[src/hw/rtl/gsct_pkg.sv]
package gsct_pkg;

  // Table geometry and message layout.
  localparam int TABLE_ENTRIES = 1024;
  localparam int MAP_BYTES     = 16;
  localparam int LIST_START    = 3;

  localparam logic [4:0] IDX_TYPE       = 5'd2;
  localparam logic [4:0] IDX_LIST_FIRST = 5'(LIST_START);
  localparam logic [4:0] IDX_LIST_LAST  = 5'(LIST_START + MAP_BYTES - 1);
  localparam logic [4:0] IDX_MAX        = 5'd31;

  // Message types.
  localparam logic [7:0] MSG_TYPE_LIST = 8'h1a;
  localparam logic [7:0] MSG_TYPE_ID   = 8'h1b;
  localparam logic [7:0] MSG_TYPE_AREA = 8'h1c;

  // Neighbour list format tests.
  localparam logic [7:0] FMT_BM0_MASK = 8'hc0;
  localparam logic [7:0] FMT_BM0_CODE = 8'h00;
  localparam logic [7:0] FMT_VAR_MASK = 8'hce;
  localparam logic [7:0] FMT_VAR_CODE = 8'h8e;
  localparam logic [9:0] BM0_ORIGIN   = 10'd125;

  typedef enum logic [1:0] {
    ACT_BURST = 2'd0,
    ACT_BYTE  = 2'd1,
    ACT_READ  = 2'd2,
    ACT_CLEAR = 2'd3
  } action_e;

  typedef enum logic [1:0] {
    KIND_NEIGHBOUR = 2'd0,
    KIND_RECORD    = 2'd1,
    KIND_READ      = 2'd2
  } kind_e;

  typedef struct packed {
    logic        valid;
    logic [15:0] ident;
    logic [15:0] area;
    logic [3:0]  net;
    logic [7:0]  pwr;
  } rec_t;

  typedef struct packed {
    logic accept;
    logic clear_start;
    logic clear_step;
    logic scan_step;
    logic rd_issue;
    logic wr_merge;
    logic emit_rec;
  } ctrl_cmd_t;

  typedef struct packed {
    logic    scan_need;
    logic    merge_need;
    logic    scan_bit_zero;
    logic    merge_pend;
    logic    clear_last;
    logic    out_free;
    action_e action;
  } dp_status_t;

endpackage

[src/hw/rtl/gsct_ctrl.sv]
module gsct_ctrl (
  input  logic                   clk_i,
  input  logic                   rst_ni,
  input  logic                   in_valid_i,
  input  logic [1:0]             action_i,
  output logic                   in_ready_o,
  input  gsct_pkg::dp_status_t   status_i,
  output gsct_pkg::ctrl_cmd_t    cmd_o
);

  typedef enum logic [4:0] {
    S_CLEAR = 5'b00001,
    S_IDLE  = 5'b00010,
    S_SCAN  = 5'b00100,
    S_RD    = 5'b01000,
    S_WR    = 5'b10000
  } state_e;

  state_e state_q, state_d;

  always_comb begin
    state_d    = state_q;
    cmd_o      = '0;
    in_ready_o = 1'b0;
    case (state_q)
      S_CLEAR: begin
        cmd_o.clear_step = 1'b1;
        if (status_i.clear_last) begin
          state_d = S_IDLE;
        end
      end
      S_IDLE: begin
        in_ready_o = 1'b1;
        if (in_valid_i) begin
          cmd_o.accept = 1'b1;
          case (gsct_pkg::action_e'(action_i))
            gsct_pkg::ACT_CLEAR: begin
              cmd_o.clear_start = 1'b1;
              state_d = S_CLEAR;
            end
            gsct_pkg::ACT_BYTE: begin
              if (status_i.scan_need) begin
                state_d = S_SCAN;
              end else if (status_i.merge_need) begin
                state_d = S_RD;
              end
            end
            default: begin
              state_d = S_RD;
            end
          endcase
        end
      end
      S_SCAN: begin
        if (status_i.out_free) begin
          cmd_o.scan_step = 1'b1;
          if (status_i.scan_bit_zero) begin
            state_d = status_i.merge_pend ? S_RD : S_IDLE;
          end
        end
      end
      S_RD: begin
        cmd_o.rd_issue = 1'b1;
        state_d = S_WR;
      end
      S_WR: begin
        case (status_i.action)
          gsct_pkg::ACT_BURST: begin
            cmd_o.wr_merge = 1'b1;
            state_d = S_IDLE;
          end
          gsct_pkg::ACT_READ: begin
            if (status_i.out_free) begin
              cmd_o.emit_rec = 1'b1;
              state_d = S_IDLE;
            end
          end
          default: begin
            if (status_i.out_free) begin
              cmd_o.wr_merge = 1'b1;
              cmd_o.emit_rec = 1'b1;
              state_d = S_IDLE;
            end
          end
        endcase
      end
      default: begin
        state_d = S_IDLE;
      end
    endcase
  end

  always_ff @(posedge clk_i or negedge rst_ni) begin
    if (!rst_ni) begin
      state_q <= S_CLEAR;
    end else begin
      state_q <= state_d;
    end
  end

endmodule

[config.mk]
export PLATFORM = sky130hd
export DESIGN_NAME = gsct_ctrl
export DESIGN_NICKNAME = d
export VERILOG_FILES = /design/src/hw/rtl/gsct_pkg.sv /design/src/hw/rtl/gsct_ctrl.sv
export SDC_FILE = /design/constraint.sdc
export NUM_CORES = 1
export LEC_CHECK = 0
export BUFFER_PORTS_ARGS = -buffer_cell sky130_fd_sc_hd__buf_2
export CAP_MARGIN = 20
export CORE_AREA = 2 2 39 41
export CTS_BUF_LIST = sky130_fd_sc_hd__clkbuf_16
export DETAILED_ROUTE_END_ITERATION = 16
export DIE_AREA = 0 0 41 43
export HOLD_SLACK_MARGIN = 0.02
export PLACE_DENSITY = 0.56
export SETUP_SLACK_MARGIN = 0.4
export SLEW_MARGIN = 20
export SYNTH_ARGS = -nofsm -noshare
export SYNTH_HDL_FRONTEND = slang
export SYNTH_SLANG_ARGS = --single-unit
[constraint.sdc]
create_clock -name clk_i -period 2.9 [get_ports clk_i]
set_clock_uncertainty 0.2 [all_clocks]
set_input_delay 0.29 -clock clk_i [delete_from_list [all_inputs] [get_ports clk_i]]
set_output_delay 0.29 -clock clk_i [all_outputs]
set_load 0.01 [all_outputs]
# Yosys cells after proc, flatten, opt, wreduce, memory -nomap -nowiden
# Index checks and enable logic that the tools add are counted.
dict set report totals {
  reg_bits 5
  inputBits 13
  out_inout_bits 8
  elab_cells 40
}
dict set report classes {
  n_eq_ne 14
  n_mux 23
  n_reduce_logical 2
}
# op n
set op_table {}
lappend op_table {{2-to-1 mux 5 bit} 8}
lappend op_table {{one-hot mux 5 bit (5 select lines)} 1}
lappend op_table {{one-hot mux 5 bit (2 select lines)} 1}
lappend op_table {{2-to-1 mux 2 bit} 4}
lappend op_table {{!= test 2 bit, second input constant} 4}
lappend op_table {{2-to-1 mux 1 bit} 6}
lappend op_table {{AND reduction 6 bit} 1}
lappend op_table {{equality test 5 x 1 -> 1 bit, second input constant} 1}
lappend op_table {{equality test 5 x 2 -> 1 bit, second input constant} 1}
lappend op_table {{equality test 5 x 3 -> 1 bit, second input constant} 1}
lappend op_table {{equality test 5 x 4 -> 1 bit, second input constant} 1}
lappend op_table {{equality test 5 bit, second input constant} 1}
lappend op_table {{equality test 2 bit, second input constant} 2}
lappend op_table {{2-to-1 mux 4 bit} 1}
lappend op_table {{!= test 4 bit, second input constant} 1}
lappend op_table {{one-hot mux 1 bit (2 select lines)} 2}
lappend op_table {{!= test 3 bit, second input constant} 1}
lappend op_table {{equality test 2 x 1 -> 1 bit, second input constant} 1}
lappend op_table {{zero test 2 bit} 1}

# Longest topological paths before layout
# Gate-level depths: netlist (run 1).
dict set report depth {
  ltp_word 5
  depth_mapped 5
  depth_no_buf 5
}

# Worst setup path after synthesis (run 1)
# OpenSTA, ideal clock, no wires.
dict set report synth_timing {
  path_type {register -> register}
  startpoint {register state_q[4]}
  endpoint {register state_q[1]}
  setup_ns 0.125
  arrival_ns 1.797
  t_required_ns 2.575
  setup_slack_ns 0.778
  stages_incl_launch_ff 6
  path_buffers 0
  period_less_slack_ns 2.122
  path_cell_list {dfrtp_1 or3_4 or3b_4 inv_2 a311o_4 mux2_4}
}
dict set report synth_between {
  elab_chain_cells 3
  word_cells_on_any_way 13
  classes_between {eq/ne: 11; mux: 1; reduce/logical: 1}
}
# item line
set synth_rtl {}
lappend synth_rtl {{from (decl)} gsct_ctrl.sv:19} ;# state_e state_q, state_d;
lappend synth_rtl {{from (signal assigned)} gsct_ctrl.sv:97} ;# state_q <= state_d;
lappend synth_rtl {{equality test 5 x 2 -> 1 bit (tied with other cells)} gsct_ctrl.sv:25} ;# case (state_q)
lappend synth_rtl {{!= test 4 bit (no source line) (tied with other cells)} --}
lappend synth_rtl {{AND reduction 6 bit (no source line)} --}
# Parallel ways exist; a longest one is shown, timed or not.
# A chain may end at the register's enable or synchronous reset.

==> results of run 1 <==
## how the worst max path moves through the flow
stage,startpoint,to,slack [ps],cells after the start
floorplan,state_q[4],state_q[1],780,5
global placement,state_q[4],state_q[1],760,5
detailed placement,state_q[4],state_q[1],720,5
CTS,state_q[4],cmd_o[5],510,6
global route,state_q[4],cmd_o[5],430,6
finish,state_q[4],cmd_o[5],530,6
## layout by cell type, fill, tap and decap left out
master / count
a21oi_1: 2
a311o_4: 1
and2_1: 1
and3_1: 1
and3b_2: 1
buf_2: 20
clkbuf_16: 3
dfrtp_1: 4
dfstp_2: 1
dlygate4sd3_1: 1
inv_1: 3
inv_2: 1
mux2_4: 1
nand2_1: 4
nand3_1: 1
nand3b_1: 1
nand4b_1: 2
nor2_1: 4
nor3_1: 3
nor3b_1: 2
nor4_1: 1
o211ai_2: 1
o21ai_0: 1
o21ai_1: 2
or2_2: 1
or3_4: 1
or3b_4: 1
or4b_4: 1
## repair_timing
| item | in CTS | in global routing |
|---|---|---|
| hold endpoints to repair | 5 | 0 |
| hold buffers | 1 | 0 |
| buffers inserted | 0 | 0 |
## metal layers
metal	vias up	wire length [um]	GRT usage (%)	share of wire, %
met2	18	446	18.4	47
li1	202	-	-	-
met5	-	0	0	0
met3	0	61	6.28	6.5
met1	180	433	15.9	46
met4	0	0	10.0	0
## power breakdown
| part | internal, mW | switching [mW] | leakage (nW) | total, mW |
|---|---|---|---|---|
| clock | 0.178 | 0.0445 | 0.0423 | 0.223 |
| sequential | 0.0963 | 0.0278 | 0.0623 | 0.124 |
| combinational | 0.130 | 0.112 | 0.207 | 0.242 |
## cell type report
type,instances,share of cell area [%]
Inverter,3,1.94
Tap cell,16,3.45
Clock inverter,1,0.647
Sequential cell,5,21.8
Timing Repair Buffer,21,19.0
Clock buffer,3,12.9
Multi-Input combinational cell,33,40.3
## per-stage QoR
stage / cell area (um2) / util [%] / hold slack, ps / power [mW] / setup slack (ps)
global route: 581 / 42.0 / 135 / 0.630 / 427
CTS: 581 / 42.0 / 123 / 0.597 / 514
global placement: 492 / 35.5 / -89.5 / 0.364 / 760
detailed placement: 492 / 35.5 / -90.8 / 0.365 / 723
finish: 581 / 42.0 / 125 / 0.589 / 526
floorplan: 372 / - / -206 / 0.301 / 778
## worst max-delay path: stages, from the launching register on
cell,delay (ps)
dfrtp_1,400
or3_4,410
or3b_4,410
inv_2,110
nand3_1,110
nor2_1,90
buf_2,130
## cell families after synthesis
group | after synthesis | share of synthesized area (%)
DFF | 5 | 34.0
muxes | 1 | 4.04
AOI/OAI and AO/OA | 7 | 15.5
and+or+nand+nor | 25 | 43.4
buffers and inverters | 3 | 3.03
==> flow_summary.ini, run 1 <==
[setup_path]
regToRegSetupSlack_ps = 720
path_max_fanout = 5
worstPathRequired_ps = 2410
cp.arrival_ps = 1880
end_kind = primary output
rr_startpoint = state_q[4]
r2r_cells = 5
cp-start-kind = register
reg2reg_to = state_q[1]
setup.worst_path.class = register to primary output

[power_and_ir_drop]
p_leak_nw = 0.312
peakVddDrop_uv = 345
p_per_area_nw_per_um2 = 1020

[global_routing]
grt_use_total_pct = 13.6
grt_max_degree = 7
grt-ovfl-total = 0
grt_first_pass_wirelength_um = 1520
grt_pass1_vias = 376
antenna_found_initial = 0

[detailed_routing]
drtIter0Drc = 14
vias_per_cell = 4.88
vias = 400
wl_um = 941
first_pass_iters = 4
routedWlPerCell_um = 11.5
drc = 0
ant_nets = 0

[placement]
dp.cells = 77
gp_congestion = 0.747
hpwl_um = 751
portBuffers = 20

[yosys]
synth_top_area_cell = dfrtp_1
ys_seq_elements = 5
yosys_warnings = 0
synth_area_leaders = dfrtp_1 27%, dfstp_2 7.1%, a311o_4 5.4%
synth_edf_count = 0
syn_area_um2 = 372
synth_cell_type_count = 25
synth_common_cells = 4 x dfrtp_1, 4 x nand2_1, 4 x nor2_1
avgSynthCellArea_um2 = 9.06
syn-instance-count = 41
yosysSeqAreaShare_pct = 34.0
synth.top_cell.area_share_pct = 26.9
async_flop_share_pct = 100
synth_nets = 54
synth_ff_type = dfrtp_1

[hold_path]
hold_path_class = primary input to register
hold_start = status_i[4]
worstHoldPathCells = 3
hold-path-endpoint = state_q[3]

[sta]
worstMarginPinSlew_ps = 312
finalCritPeriodShare_pct = 81.9
fmax_ghz = 0.421
tns_ps = 0
drv_slew = 0
setup_viol = 0
fin_crit_ps = 2370
finalHoldViolations = 0
slew_headroom_pct = 79.0
rsz0062_at_grt = no

[finish]
final_layout_size_suffix_gt1_share_pct = 50.0
layout.cells.non_filler = 82
largest_reg_flops = 5
diodes = 0
multiInputGateArea_um2 = 234
final-seq-area_um2 = 126
reg_top3 = state_q (5)
layout.nets = 80
syn_to_final_growth_pct = 56.2
num-fill-cells = 132
largest_register = state_q

[floorplan]
die_area_um2 = 1760
rows = 14
core_um2 = 1380
start_util_pct = 26.9
die_h_um = 43
pin_count = 21
die_w_um = 41

[run_status]
status = complete, no violations

[clocking]
cts_tree = done
cts_buffers = 3
clk_pin_slew_ps = 30
cts_sinks = 5
ctsResizeCount = 0
worstSkewPairLatency_ps = 230
cts_buffer_depth = 2
cts-root-buf = clkbuf_16
h-tree-depth = 1

[flow_run]
cap_violations = 0
Power figures use the tool's default switching activity.
==> inputs of run 2 (changes only) <==
PLACE_DENSITY = 0.58   (was 0.56)
clock period = 1.9 ns   (was 2.9 ns; I/O delays follow)
==> run 2 against run 1 <==
Effect of this change:
- the flow now finishes with violations (negative setup slack)
- non-clock buffer count grew 18
- flip-flop and latch count is the same
- clock power grew 53%
- global-route usage grew 1.6 points
- sequential power grew 41%
- worst hold slack lost 99 ps
- critical path depth is the same
- sequential share of layout area shrank 6.6 points
- wire length grew 37%
- largest power group unchanged
- setup slack lost 780 ps
- via count grew 21%
==> flow_summary.ini, run 2 (synthesized netlist as in run 1, its figures left out) <==
[run_status]
status = complete, but fails checks
violations = negative setup slack

[detailed_routing]
routedWlPerCell_um = 12.9
drc = 0
drtIter0Drc = 6
vias = 483
wl_um = 1290
first_pass_iters = 3
ant_nets = 0
vias_per_cell = 4.83

[flow_run]
cap_violations = 0

[floorplan]
die_h_um = 43
rows = 14
pin_count = 21
start_util_pct = 26.9
core_um2 = 1380
die_w_um = 41
die_area_um2 = 1760

[sta]
fin_crit_ps = 2150
rsz0062_at_grt = yes
tns_ps = -1300
drv_slew = 0
setup_viol = 9
worstMarginPinSlew_ps = 255
finalHoldViolations = 0
setup_ws_ps = -250
slew_headroom_pct = 82.9
finalCritPeriodShare_pct = 113
fmax_ghz = 0.465

[finish]
reg_top3 = state_q (5)
layout_commonest_cell = buf_2
multiInputGateArea_um2 = 314
diodes = 0
num-fill-cells = 111
final-seq-area_um2 = 126
syn_to_final_growth_pct = 124
layout.nets = 98
final_layout_size_suffix_gt1_share_pct = 76.2
final_cell_mix = 17 x buf_2, 14 x buf_4, 7 x buf_6
largest_register = state_q
largest_reg_flops = 5

[global_routing]
grt_max_degree = 6
grt_pass1_vias = 416
grt-ovfl-total = 0
grt_first_pass_wirelength_um = 1770
grt_use_total_pct = 15.2
antenna_found_initial = 0

[placement]
portBuffers = 20
gp_congestion = 0.730
hpwl_um = 798

[setup_path]
end_kind = primary output
setup.worst_path.class = register to primary output
worstPathRequired_ps = 1510
path_max_fanout = 4
cp-start-kind = register
cp.arrival_ps = 1760

[power_and_ir_drop]
total_power_mw = 1.33
p_leak_nw = 0.419
peakVddDrop_uv = 747
p_per_area_nw_per_um2 = 1600

[clocking]
cts_buffers = 3
clk_pin_slew_ps = 30
cts_tree = done
cts_sinks = 5
worstSkewPairLatency_ps = 230
cts_buffer_depth = 2
cts-root-buf = clkbuf_16
h-tree-depth = 1

[hold_path]
hold_path_class = primary input to register
-- run 2: final timing paths --
kind,from,end,slack (ps),cells after the start
min reg2reg,state_q[2],state_q[0],440,3
min in group asynchronous,rst_ni,state_q[1],100,2
max,state_q[2],cmd_o[5],-250,6
max reg2reg,state_q[2],state_q[1],-220,5
max in group asynchronous,rst_ni,state_q[0],1190,2
min,status_i[3],state_q[0],30,3
-- run 2: area by class of cell --
| class | count | share of cell area (%) |
|---|---|---|
| multi-input combinational | 33 | 37.7 |
| timing repair buffer | 39 | 33.5 |
| sequential | 5 | 15.2 |
| clock buffer | 3 | 9.02 |
| tap | 16 | 2.41 |
| inverter | 3 | 1.65 |
| clock inverter | 1 | 0.451 |
-- run 2: stage by stage --
step           std cells  setup WS [ps]  hold WS (ps)  instance area, um2  util (%)
5_1_grt              100           -308          34.9                 832      60.1
3_3_place_gp          86           -182          -193                 569      41.1
6_report             100           -250          25.7                 832      60.1
2_1_floorplan         41           -184          -306                 382         -
3_5_place_dp          86           -198          -191                 569      41.1
4_1_cts               98           -260          18.5                 778      56.2
-- run 2: critical path: stages (launching register included) --
cell and delay (ps):
dfrtp_1 360, or3_4 390, or3b_4 420, inv_4 90, nand3_4 60, nor2_2 80, buf_2 130
-- run 2: report_power, final --
group	switching, mW	leakage [nW]	internal [mW]
logic	0.333	0.314	0.483
clock network	0.0682	0.0423	0.272
registers	0.0281	0.0623	0.147
-- run 2: metal layers --
metal | GRT usage [%] | routed length, um | vias to the layer above
li1 | - | - | 235
met1 | 19.9 | 561 | 231
met2 | 21.3 | 646 | 14
met3 | 6.81 | 67 | 3
met4 | 6.00 | 11 | 0
met5 | 0 | 0 | -
-- run 2: timing repair --
item / 4_1_cts / 5_1_grt
resized for setup: 15 / 8
pin swaps: 8 / 6
endpoints found under the hold margin: 6 / 0
endpoints found under the setup margin: 13 / 13
buffers inserted: 7 / 2
hold buffers: 1 / 0
